### config.mk
export PLATFORM = sky130hd
export DESIGN_NAME = swk_queue
export DESIGN_NICKNAME = d
export VERILOG_FILES = /design/src/hw/rtl/swk_pkg.sv /design/src/hw/rtl/swk_queue.sv
export SDC_FILE = /design/constraint.sdc
export NUM_CORES = 1
export LEC_CHECK = 0
export BUFFER_PORTS_ARGS = -buffer_cell sky130_fd_sc_hd__buf_2
export CORE_ASPECT_RATIO = 0.5
export CORE_MARGIN = 2
export CORE_UTILIZATION = 50
export DETAILED_ROUTE_END_ITERATION = 10
export HOLD_SLACK_MARGIN = 0.02
export PLACE_DENSITY = 0.73
export SYNTH_ARGS = -nofsm -noshare
export SYNTH_HDL_FRONTEND = slang
export SYNTH_SLANG_ARGS = --single-unit
### constraint.sdc
create_clock -name clock -period 6 [get_ports clock]
set_input_delay 0.3 -clock clock [delete_from_list [all_inputs] [get_ports clock]]
set_output_delay 0.3 -clock clock [all_outputs]
set_load 0.01 [all_outputs]
### src/hw/rtl/swk_pkg.sv
// package: types, constants and the atan table for the swerve kinematics block
`timescale 1ns / 1ps
package swk_pkg;
   localparam int CORDIC_STAGES = 16;
   localparam int XW = 40;
   localparam int ZW = 28;
   localparam int QDEPTH = 4;
   localparam int QAW = 2;
   localparam logic signed [17:0] COS45_Q16 = 18'sd46341;
   localparam logic signed [ZW-1:0] HALF_PI_Q24 = 28'sd26353589;
   localparam logic [23:0] GAIN_Q24 = 24'd10188014;
   localparam logic [17:0] SPEED_MAX = 18'd262143;
   localparam logic signed [15:0] ANGLE_MAX = 16'sd25736;

   localparam logic [0:0] CSR_DRIVE_MODE = 1'b0;
   localparam logic [0:0] CSR_ROT_RADIUS = 1'b1;

   typedef struct packed {
      logic signed [15:0] vel_x;
      logic signed [15:0] vel_y;
      logic signed [15:0] yaw_rate;
   } req_type;

   typedef struct packed {
      logic [17:0] speed_front_left;
      logic [17:0] speed_front_right;
      logic [17:0] speed_back_left;
      logic [17:0] speed_back_right;
      logic signed [15:0] angle_front_left;
      logic signed [15:0] angle_front_right;
      logic signed [15:0] angle_back_left;
      logic signed [15:0] angle_back_right;
      logic motors_enabled;
   } rsp_type;

   // one wheel vector handed from front to back
   typedef struct packed {
      logic signed [23:0] x;
      logic signed [23:0] y;
   } wvec_type;

   typedef struct packed {
      logic enabled;
      wvec_type [3:0] wheel;
   } job_type;

   typedef struct packed {
      logic signed [XW-1:0] x;
      logic signed [XW-1:0] y;
      logic signed [ZW-1:0] z;
      logic zero;
   } cstage_type;

   function automatic logic signed [ZW-1:0] atan_q24(input int i);
      logic signed [ZW-1:0] t;
      case (i)
         0: t = 28'sd13176795;
         1: t = 28'sd7778716;
         2: t = 28'sd4110060;
         3: t = 28'sd2086331;
         4: t = 28'sd1047214;
         5: t = 28'sd524117;
         6: t = 28'sd262123;
         7: t = 28'sd131069;
         default: t = (i < 24) ? (28'sd65536 >>> (i - 8)) : 28'sd0;
      endcase
      return t;
   endfunction
endpackage

### src/hw/rtl/swk_queue.sv
// small fifo between front and back ends
`timescale 1ns / 1ps
module swk_queue import swk_pkg::*; (
   input  logic    clock,
   input  logic    reset,
   input  logic    wr_en,
   input  job_type wr_data,
   input  logic    rd_en,
   output logic    rd_valid,
   output job_type rd_data,
   output logic [QAW:0] count
);
   job_type mem_ff [QDEPTH];
   logic [QAW-1:0] wp_ff, rp_ff;
   logic [QAW:0] cnt_ff;
   always_ff @(posedge clock) begin
      if (reset) begin
         wp_ff <= '0;
         rp_ff <= '0;
         cnt_ff <= '0;
      end else begin
         if (wr_en) wp_ff <= wp_ff + 1'b1;
         if (rd_en) rp_ff <= rp_ff + 1'b1;
         cnt_ff <= cnt_ff + (QAW+1)'(wr_en) - (QAW+1)'(rd_en);
      end
      if (wr_en) mem_ff[wp_ff] <= wr_data;
   end
   assign rd_valid = cnt_ff != '0;
   assign rd_data = mem_ff[rp_ff];
   assign count = cnt_ff;
endmodule

-- Word level (Yosys, flattened, before mapping)
Memory sizes are Yosys's and may differ from the RTL's. A register that Yosys moved wholly into a read port is not among the register bits.
Index checks and enable logic that the tools add are counted.
- flip-flop bits (word level): 7
- bits in latches: 0
- bits in writable memories: 772
- ROM bits: 0
- input bits: 197
- output and inout port bits: 197
- word-level logic and storage cells: 13
- memories kept: 1
- memory list (name ; depth ; bits a word ; read ports ; clocked after memory_dff ; wr ports ; line ; text):
    mem_ff ; 4 ; 193 ; 1 ; 1 ; 1 ; swk_queue.sv:13 ; job_type mem_ff [QDEPTH];
- $add $sub $neg: 4
- $mul: 0
- divide/modulo/power cells: 0
- $lt $le $gt $ge: 0
- eq/ne operators: 0
- shift-type cells: 0
- mux-type cells: 4
- bitwise operators: 0
- reduce and logical (&&, ||, !) cells: 1
- operators by type and width (operator ; number):
    adder 2 x 1 -> 2 bit, second input constant ; 2
    2-to-1 mux 2 bit ; 2
    adder 3 x 1 -> 3 bit ; 1
    nonzero test 3 bit ; 1
    subtractor 3 x 1 -> 3 bit ; 1
    2-to-1 mux 1 bit ; 2

-- Longest topological paths before layout
- word-level depth: 3
- depth in mapped cells: 7
- depth with buffers taken out: 7

-- Worst setup path after synthesis
No wires, ideal clock.
- kind: reg2reg
- start: reg wp_ff[0]
- end: mem mem_ff[0][0] (netlist bit) (enable)
- library setup time: 0.576 ns
- arrival time: 4.935 ns
- data required time: 5.424 ns
- path slack: 0.489 ns
- stages on the path, launching flop included: 4
- path buffers: 0
- clock period less this slack: 5.511 ns
- path through: dfxtp_1 inv_1 ha_1 and2_1
- RTL lines (element ; line ; text):
    from (decl) ; swk_queue.sv:14 ; logic [QAW-1:0] wp_ff, rp_ff;
    from (signal assigned) ; swk_queue.sv:22 ; if (wr_en) wp_ff <= wp_ff + 1'b1;
    to (decl) ; swk_queue.sv:13 ;
No word-level cell before the write port.

==> flow_metrics.env <==
export IMPL_post_synth_num_cell_types=23
export IMPL_cp_start_kind="register"
export IMPL_cap_violations=0
export IMPL_fmax_ghz=0.3216
export IMPL_syn_cell_area_um2=28520
export IMPL_syn_area_per_cell_um2=27.19
export IMPL_drv_slew=0
export IMPL_antenna_found_initial=6
export IMPL_ys_top_cells_by_count="edfxtp_1 (772), mux4_2 (151), mux4_1 (42)"
export IMPL_drive_above_1_share_pct=38.15
export IMPL_critPathCaptureType="primary output"
export IMPL_worst_setup_path_type="reg -> out"
export IMPL_syn_instance_count=1049
export IMPL_routabilityCongestion=0.7449
export IMPL_boundaryPins=394
export IMPL_synth_edff_count=772
export IMPL_yosys_top_cells_area="edfxtp_1 (81%), mux4_2 (12%), mux4_1 (3.9%), dfxtp_1 (0.63%), buf_12 (0.49%)"
export IMPL_pwr_share_seq_pct=53.5
export IMPL_stdcell_area_um2=35360
export IMPL_yosys_warnings=0
export IMPL_finalClockSkew_ps=13.26
export IMPL_powerDensity_nw_per_um2=335.8
export IMPL_synth_top_area_share_pct=81.28
export IMPL_syn2layout_area_growth_pct=24.00
export IMPL_synth_top_family_by_area="multiplexers"
export IMPL_p_int_mw=9.268
export IMPL_die_h_um=172.9
export IMPL_synth_xor_area_share_pct=0.1448
export IMPL_final_cells=2492
export IMPL_die_area_um2=59080
export IMPL_start_util_pct=50.98
export IMPL_cts_resized=0
export IMPL_p_leak_nw=12.02
export IMPL_ir_worst_vdd_uv=224.0
export IMPL_die_w_um=341.8
export IMPL_cp_max_fo=92
export IMPL_grt_pass1_wl_mm=89.13
export IMPL_status="complete, no violations"
export IMPL_cts_max_level=3
export IMPL_timing_critical_path_buf_inv=2
export IMPL_antenna_left=0
export IMPL_num_rows=61
export IMPL_wl_mm=59.89
export IMPL_whs_ps=72.39
export IMPL_drt_vias_per_instance=5.429
export IMPL_slew_headroom_pct=32.71
export IMPL_wire_per_inst_um=24.03
export IMPL_worst_skew_pair_late_latency_ps=580
export IMPL_worst_pin_slew_ps=1009
export IMPL_total_power_mw=11.88
export IMPL_yosys_mux_area_fraction_pct=15.83
export IMPL_cts_setup_buffers=0
export IMPL_ys_seq_area_share_pct=81.92
export IMPL_grt_overflow_total=0
export IMPL_grt_pass1_vias=14670
export IMPL_synthSimpleGateAreaFrac_pct=0.2457
export IMPL_postPlaceCellArea_um2=31220
export IMPL_clkPwrFrac_pct=36.3
export IMPL_vias=13530
export IMPL_drtPass1Iterations=5
export IMPL_path_delay_family="buffers and inverters"
export IMPL_cts_buffers=69
export IMPL_cts_root_buf="clkbuf_16"
export IMPL_worstHoldPathType="in -> reg"
export IMPL_min_period_ps=3110
export IMPL_combPwrFrac_pct=10.3
export IMPL_max_stage_delay_ps=730
export IMPL_switching_share_pct=21.96
export IMPL_yosysTopAreaCell="edfxtp_1"
export IMPL_drc=0
export IMPL_track_usage_pct=20.27
export IMPL_setup_viol=0
export IMPL_synth_compound_area_share_pct=0.05265
export IMPL_finalCritPeriodShare_pct=51.83
export IMPL_grt_start_max_net_pins=162
export IMPL_critPathRequiredTime_ps=5700
export IMPL_io_buffer_count=393
export IMPL_postCtsHoldBufs=194
export IMPL_synth_nets=1253
export IMPL_dp_cells=2166
export IMPL_clk_pin_slew_ps=60
export IMPL_synth_ff_type="edfxtp_1"
export IMPL_synthAdderAreaFrac_pct=0.3334
export IMPL_arrival_ps=2810
export IMPL_cp_slowest_cell="mux4_1"
export IMPL_synth_seq_cells=781
export IMPL_synth_async_sr_flop_share_pct=0
export IMPL_rsz0062_at_grt="no"
export IMPL_drt_iter0_markers=1038
export IMPL_tritoncts="done"
export IMPL_clockBufferDepth=3
export IMPL_coreArea_um2=55940
export IMPL_tns_ps=0
export IMPL_cts_sink_count=781
export IMPL_cp_cell_sequence="buf_12 -> mux4_1 -> buf_2"
export IMPL_post_dp_hpwl_mm=34.40
export IMPL_synth_most_common_cell="edfxtp_1"
export IMPL_p_sw_mw=2.608
export IMPL_nNetsFinal=1879
export IMPL_hold_viol_final=0
[layer usage]
layer | track usage [%] | part of all wire [%] | up-vias
met5 | 0 | 0 | -
li1 | - | - | 5853
met3 | 3.474 | 3.7 | 150
met1 | 22.48 | 35 | 7113
met2 | 36.93 | 56 | 412
met4 | 11.62 | 5.5 | 0
[metrics by stage]
stage | worst slack, ps | utilization (%)
floorplan | 488.9 | -
global placement | 3532 | 55.81
detailed placement | 3507 | 55.81
CTS | 2883 | 63.19
global route | 2675 | 63.21
finish | 2890 | 63.21
[sequential cells by signal (all words and copies together), names as in the netlist, named ones only]
register / count
wp_ff: 2
mem_ff: 772
rp_ff: 2
count: 3
[power groups by stage]
stage / Combinational, mW / Sequential (mW) / Clock [mW]
2_1_floorplan: 0.669 / 6.48 / 0
3_3_place_gp: 1.09 / 6.44 / 0
3_5_place_dp: 1.12 / 6.46 / 0
4_1_cts: 1.24 / 6.35 / 4.38
5_1_grt: 1.29 / 6.37 / 4.59
6_report: 1.22 / 6.35 / 4.31
[final cells by class]
type / count / area, µm²
Sequential cell: 781 / 23370
Inverter: 6 / 22.52
Clock buffer: 84 / 1804
Fill cell: 3621 / 20580
Tap cell: 756 / 945.9
Clock inverter: 42 / 381.6
Timing Repair Buffer: 598 / 4079
Antenna cell: 6 / 15.01
Multi-Input combinational cell: 219 / 4746
[worst reg2reg max path, stage by stage (launching register included)]
cell	delay (ps)
dfxtp_1	350
inv_1	110
ha_1	170
and2_4	560
buf_4	740
[cells by family after synthesis]
family | after synthesis
adders and majority gates | 7
buffers and inverters | 49
AOI/OAI and AO/OA | 2
and+or+nand+nor | 13
muxes | 194
xor gates and xnor gates | 3
DFF | 781
[final timing paths]
check | to | slack (ps) | start | cells after the start
hold / removal | register | 70 | rd_en | 3
setup reg to reg | mem_ff[2][125]$_DFFE_PP_ | 3590 | wp_ff[0]$_SDFFE_PP0P_ | 4
setup / recovery | rd_data[152] | 2890 | register | 3
hold reg to reg | register | 540 | rp_ff[1]$_SDFFE_PP0P_ | 2
[placed cells by master (no fill, tap or decap)]
cell type,instances
edfxtp_1,772
buf_2,393
dlygate4sd3_1,194
mux4_2,151
clkbuf_16,70
mux4_1,42
clkbuf_1,14
clkinv_2,14
clkinv_1,14
dfxtp_1,7
buf_12,7
diode_2,6
inv_1,6
ha_1,6
bufinv_16,6
nor2_1,5
and2_4,4
inv_6,4
buf_4,4
nor2b_1,2
xnor2_1,2
dfxtp_4,2
or3_1,1
a21bo_2,1
nand3b_1,1
a21oi_1,1
mux2i_1,1
xor3_1,1
fa_1,1
inv_8,1
clkinvlp_4,1
clkinv_8,1
clkinv_4,1
Note: power is estimated with default switching activity, not from simulation.
