===== src/hw/rtl/swk_pkg.sv =====
// package: types, constants and the atan table for the swerve kinematics block
`timescale 1ns / 1ps
package swk_pkg;
   localparam int CORDIC_STAGES = 16;
   localparam int XW = 40;
   localparam int ZW = 28;
   localparam int QDEPTH = 4;
   localparam int QAW = 2;
   localparam logic signed [17:0] COS45_Q16 = 18'sd46341;
   localparam logic signed [ZW-1:0] HALF_PI_Q24 = 28'sd26353589;
   localparam logic [23:0] GAIN_Q24 = 24'd10188014;
   localparam logic [17:0] SPEED_MAX = 18'd262143;
   localparam logic signed [15:0] ANGLE_MAX = 16'sd25736;

   localparam logic [0:0] CSR_DRIVE_MODE = 1'b0;
   localparam logic [0:0] CSR_ROT_RADIUS = 1'b1;

   typedef struct packed {
      logic signed [15:0] vel_x;
      logic signed [15:0] vel_y;
      logic signed [15:0] yaw_rate;
   } req_type;

   typedef struct packed {
      logic [17:0] speed_front_left;
      logic [17:0] speed_front_right;
      logic [17:0] speed_back_left;
      logic [17:0] speed_back_right;
      logic signed [15:0] angle_front_left;
      logic signed [15:0] angle_front_right;
      logic signed [15:0] angle_back_left;
      logic signed [15:0] angle_back_right;
      logic motors_enabled;
   } rsp_type;

   // one wheel vector handed from front to back
   typedef struct packed {
      logic signed [23:0] x;
      logic signed [23:0] y;
   } wvec_type;

   typedef struct packed {
      logic enabled;
      wvec_type [3:0] wheel;
   } job_type;

   typedef struct packed {
      logic signed [XW-1:0] x;
      logic signed [XW-1:0] y;
      logic signed [ZW-1:0] z;
      logic zero;
   } cstage_type;

   function automatic logic signed [ZW-1:0] atan_q24(input int i);
      logic signed [ZW-1:0] t;
      case (i)
         0: t = 28'sd13176795;
         1: t = 28'sd7778716;
         2: t = 28'sd4110060;
         3: t = 28'sd2086331;
         4: t = 28'sd1047214;
         5: t = 28'sd524117;
         6: t = 28'sd262123;
         7: t = 28'sd131069;
         default: t = (i < 24) ? (28'sd65536 >>> (i - 8)) : 28'sd0;
      endcase
      return t;
   endfunction
endpackage


===== src/hw/rtl/swk_front.sv =====
// front end: rotation term and wheel vectors, two registered stages
`timescale 1ns / 1ps
module swk_front import swk_pkg::*; (
   input  logic    clock,
   input  logic    reset,
   input  logic    in_valid,
   input  req_type in_item,
   input  logic    drive_mode,
   input  logic [11:0] rot_radius,
   input  logic    advance,
   output logic    out_valid,
   output job_type out_job
);
   logic v1_ff, v2_ff;
   logic en1_ff;
   logic signed [15:0] vx1_ff, vy1_ff;
   logic signed [28:0] rv1_ff;
   logic signed [46:0] prod;
   logic signed [26:0] d;
   logic signed [23:0] dn;
   job_type job_in, job_ff;

   assign prod = rv1_ff * COS45_Q16 + 47'sd524288;
   assign d = prod[46:20];
   assign dn = d[23:0];

   always_comb begin
      job_in.enabled = en1_ff;
      job_in.wheel[0].x = 24'(vx1_ff) - dn;
      job_in.wheel[0].y = 24'(vy1_ff) - dn;
      job_in.wheel[1].x = 24'(vx1_ff) - dn;
      job_in.wheel[1].y = 24'(vy1_ff) + dn;
      job_in.wheel[2].x = 24'(vx1_ff) + dn;
      job_in.wheel[2].y = 24'(vy1_ff) - dn;
      job_in.wheel[3].x = 24'(vx1_ff) + dn;
      job_in.wheel[3].y = 24'(vy1_ff) + dn;
   end

   always_ff @(posedge clock) begin
      if (reset) begin
         v1_ff <= 1'b0;
         v2_ff <= 1'b0;
      end else if (advance) begin
         v1_ff <= in_valid;
         v2_ff <= v1_ff;
      end
      if (advance) begin
         en1_ff <= drive_mode;
         vx1_ff <= in_item.vel_x;
         vy1_ff <= in_item.vel_y;
         rv1_ff <= $signed({1'b0, rot_radius}) * in_item.yaw_rate;
         job_ff <= job_in;
      end
   end
   assign out_valid = v2_ff;
   assign out_job = job_ff;
endmodule


===== config.mk =====
export PLATFORM = sky130hd
export DESIGN_NAME = swk_front
export DESIGN_NICKNAME = d
export VERILOG_FILES = /design/src/hw/rtl/swk_pkg.sv /design/src/hw/rtl/swk_front.sv
export SDC_FILE = /design/constraint.sdc
export NUM_CORES = 1
export LEC_CHECK = 0
export BUFFER_PORTS_ARGS = -buffer_cell sky130_fd_sc_hd__buf_2
export CAP_MARGIN = 20
export CORE_MARGIN = 2
export CORE_UTILIZATION = 25
export DETAILED_ROUTE_END_ITERATION = 12
export PLACE_DENSITY_LB_ADDON = 0.2
export SLEW_MARGIN = 0
export SYNTH_ARGS = -nofsm -noshare
export SYNTH_HDL_FRONTEND = slang
export SYNTH_SLANG_ARGS = --single-unit

===== constraint.sdc =====
create_clock -name clock -period 22.2 [get_ports clock]
set_input_delay 2.22 -clock clock [delete_from_list [all_inputs] [get_ports clock]]
set_output_delay 2.22 -clock clock [all_outputs]
set_load 0.1 [all_outputs]

# Yosys cells after proc, flatten, opt, wreduce, memory -nomap -nowiden

Cells that the tools add are included.

Output and inout port bits: 194
Input port bits: 65
Bits in latches: 0
Register bits: 161
Memories: 0
Bits in writable memories: 0
ROM bits: 0

Reduce and logical (&&, ||, !) cells: 0
$mul: 2
Divide/modulo/power cells: 0
Eq/ne operators: 0
Shifts and indexed selects: 0
Mux-type cells: 0
Bitwise gates (word level): 0
$add $sub $neg: 5
Magnitude comparators: 0

Operators with widths:

| operator                                                               | count |
|---|---|
| 16-bit by 24-bit adder with 24-bit output                              | 2 |
| 16-bit by 24-bit subtractor with 24-bit output                         | 2 |
| 44-bit by 21-bit adder with 44-bit output (second input constant)      | 1 |
| 29-bit by 17-bit multiplier with 44-bit output (second input constant) | 1 |
| 13-bit by 16-bit multiplier with 29-bit output                         | 1 |

# Logic depth before layout (Yosys ltp)

Depth after elaboration: 3
Mapped depth: 33
Mapped depth without buffers: 32

# Least setup slack after synthesis

Ideal clock, no wire load.

Path kind: in2reg
Start: input port in_item[15] in the netlist's numbering
End: register rv1_ff[26] (data pin)
Required time: 21.942 ns
Setup slack: 14.850 ns
Path buffers: 1
Setup time: 0.258 ns
Data arrival time: 7.092 ns
Stages on the path: 19
Cells stage by stage: clkbuf_1 -> and2_1 -> fa_1 -> fa_1 -> fa_1 -> inv_1 -> fa_1 -> inv_1 -> fa_1 -> ha_1 -> a21o_1 -> a21o_1 -> a21oi_1 -> nand2b_1 -> o21a_1 -> a31o_2 -> a21o_1 -> a21oi_1 -> xnor2_1

Cells in the longest elaborated chain, start to end: 1

Ends and longest elaborated chain:

| element                                        | line            | text |
|---|---|---|
| start: declaration                             | swk_front.sv:7  | `input req_type in_item,` |
| 13-bit by 16-bit multiplier with 29-bit output | swk_front.sv:51 | `rv1_ff <= $signed({1'b0, rot_radius}) * in_item.yaw_rate;` |
| end signal: assignment                         | swk_front.sv:51 |  |
| end: declaration                               | swk_front.sv:17 | `logic signed [28:0] rv1_ff;` |

Every way passes these cells.
A chain may end at the register's enable or synchronous reset.

==> metrics.log <==
INFO  metric clock_pin_slew_reported_for_the_worst_setup_and_hold_paths_after_clock_tree_synthesis = 0.07 ns
INFO  metric cts-buffers-inserted = 17
INFO  metric multiInputGateArea = 16760 sq um
INFO  metric layout_commonest_cell = inv_1
INFO  metric routedWlPerCell = 15.22 um
INFO  metric max-cap-violations = 0
INFO  metric cts_hold_repair.buffers = 0
INFO  metric post-cts-setup-buffers = 0
INFO  metric drt_first_iter_violations = 702
INFO  metric layout-drive-gt1-share = 0.1258
INFO  metric most_frequent_cells_in_the_layout = 552 x inv_1, 366 x ha_1, 326 x fa_1
INFO  metric async_reset_ff_frac = 0
INFO  metric area_delta_synth_final = 10.45%
INFO  metric nets = 3336
INFO  metric worst_hold_path.endpoint = out_job[192]$_DFFE_PP_
INFO  metric maxSlewHeadroom = 0.3450
INFO  metric detail_route.first_pass.iterations = 5
INFO  metric worst-path-max-fanout = 8
INFO  metric num_rows = 114
INFO  metric avgViaCountPerCell = 4.113
INFO  metric area_share_of_the_largest_cell_type_after_synthesis = 0.2656
INFO  metric core_region_area = 96990 sq um
INFO  metric syn_nets = 3212
INFO  metric cts_buffer_depth = 2
INFO  metric antenna_violations_before_repair = 4
INFO  metric grt.total_usage = 0.1199
INFO  metric seq_area = 4755 sq um
INFO  metric worst_path_max_delay_cell = edfxtp_1
INFO  metric cts_tree = done
INFO  metric ys.flop_type = edfxtp_1
INFO  metric synth.top_cells.by_area = fa_1 27%, edfxtp_1 19%, ha_1 19%
INFO  metric chip_height = 317.5 um
INFO  metric io_buffer_count = 258
INFO  metric setup_viol = 0
INFO  metric num_io_pins = 259
INFO  metric run_status = complete, no violations
INFO  metric grt_start_max_net_pins = 101
INFO  metric fin_crit = 8.384 ns
INFO  metric reg2reg_to = out_job[95]$_DFFE_PP_
INFO  metric critical_path.reg2reg.startpoint = rv1_ff[14]$_DFFE_PP_
INFO  metric ctsRootBufferMaster = clkbuf_16
INFO  metric tritoncts_num_sinks = 159
INFO  metric initial_core_util = 0.2533
INFO  metric worstRegToRegCells = 29
INFO  metric detailed_place_hpwl = 49990 um
INFO  metric end_kind = register
INFO  metric chipWidth = 317.5 um
INFO  metric cts_repair_resize_count = 0
INFO  metric path_class = reg2reg
INFO  metric synthesis.yosys.warnings = 0
INFO  metric worstPathArrival = 8.61 ns
INFO  metric final_estimated_routing_congestion_in_global_placement = 0.8140
INFO  metric synth-edff-count = 157
INFO  metric antenna_diode_count = 0
INFO  metric hold_depth = 0
INFO  metric die_area = 100800 sq um
INFO  metric setup_total_neg_slack = 0 ns
INFO  metric worst_clock_skew = 0.01671 ns
INFO  metric worstSetupStartpointType = register
INFO  metric period_share = 0.3776
INFO  metric ys_seq_area_frac = 0.1935
INFO  metric rsz0062_at_grt = false
INFO  metric slew_violations = 0
INFO  metric yosys.cell_types.count = 74
INFO  metric holdCritPathClass = reg2reg
INFO  metric syn-instance-count = 2455
INFO  metric worstSkewPairLatency = 0.48 ns
INFO  metric cp_top_family = adder cells
INFO  metric total_overflow_reported_by_the_global_router = 0
INFO  metric reg2reg_setup_slack = 13.82 ns
INFO  metric synthesized_cell_area = 24570 sq um
INFO  metric wirelength = 58860 um
INFO  metric netlist.top_cell.by_area = fa_1
INFO  metric crit_required = 22.43 ns
INFO  metric synth.avg_cell_area = 10.01 sq um
INFO  metric route.vias.total = 15910
INFO  metric drc_errors = 0
INFO  metric n_fill_cell = 10360
INFO  metric worst_hold_startpoint = en1_ff$_DFFE_PP_
INFO  metric critical_path.max_stage_delay = 0.54 ns
INFO  metric grt_first_pass_wirelength = 95510 um
INFO  metric h-tree-depth = 4
INFO  metric max_freq = 119.3 MHz
INFO  metric postSynthRegisterBits = 159
INFO  metric hold_viol_final = 0
INFO  metric crit_buf_inv = 5
INFO  metric tightestPinTransition = 0.9825 ns
INFO  metric via_count_of_the_first_global_routing_pass = 16920
INFO  metric ant_nets = 0
==> area by class of cell <==
cell class                      instances  share of cell area
Clock inverter                         12            0.007607
Tap cell                             1276             0.05883
Multi-Input combinational cell       1589              0.6177
Clock buffer                           19             0.01595
Inverter                              552             0.07635
Timing Repair Buffer                  260             0.04836
Sequential cell                       159              0.1752
==> synth_stat cells (all sizes together) (16+ instances only) <==
library cell,instances
and2,116
clkbuf,48
ha,366
a21o,36
o21bai,31
xnor2,99
nand3,17
nor3,23
edfxtp,157
buf,107
inv,552
fa,326
nand2b,16
a21oi,114
nor2,90
nand2,117
xor2,44
o21ai,45
==> stage by stage <==
stage          hold slack [ns]  instance area (sq um)  setup WS (ns)  utilization  cells
5_1_grt                 0.4404                  27140          13.05       0.2798   3867
3_5_place_dp            0.4208                  26500          13.72       0.2732   3836
6_report                0.4218                  27140          13.82       0.2798   3867
4_1_cts                 0.4241                  27140          13.70       0.2798   3867
3_3_place_gp            0.4034                  26500          13.73       0.2732   3836
2_1_floorplan           0.4003                  24570          14.85            -   2455
==> worst max path at each step <==
| stage | from | end | depth (start not counted) |
|---|---|---|---|
| 6_report | rv1_ff[14]$_DFFE_PP_ | out_job[95]$_DFFE_PP_ | 29 |
| 3_3_place_gp | rv1_ff[14]$_DFFE_PP_ | out_job[95]$_DFFE_PP_ | 29 |
| 2_1_floorplan | in_item[15] | rv1_ff[26]$_DFFE_PP_ | 19 |
| 5_1_grt | rv1_ff[12]$_DFFE_PP_ | out_job[95]$_DFFE_PP_ | 29 |
| 4_1_cts | rv1_ff[12]$_DFFE_PP_ | out_job[95]$_DFFE_PP_ | 29 |
| 3_5_place_dp | rv1_ff[12]$_DFFE_PP_ | out_job[95]$_DFFE_PP_ | 29 |
==> flip-flops by register name, summed over array words and instances, names as in the netlist <==
signal,count
v1_ff,1
en1_ff,1
vy1_ff,16
out_valid,1
vx1_ff,16
out_job,95
rv1_ff,29
==> kinds of logic after synthesis <==
family / after synthesis / share of synthesized area
simple gates: 437 / 0.08896
buf+inv: 707 / 0.1242
compound gates: 315 / 0.08957
mux: 2 / 0.0008147
fa+ha+maj: 692 / 0.4520
xor+xnor: 143 / 0.05097
flops: 159 / 0.1935
==> per-layer routing <==
layer  track usage  up-vias  part of all wire
li1              -     7939                 -
met5             0        -           0.00087
met4       0.03069        8             0.016
met3       0.01852       55             0.033
met2        0.1962      315              0.46
met1        0.1650     7588              0.49
Power is not shown: default switching activity piles up to over one toggle a cycle in this logic, so the estimate is an artifact.
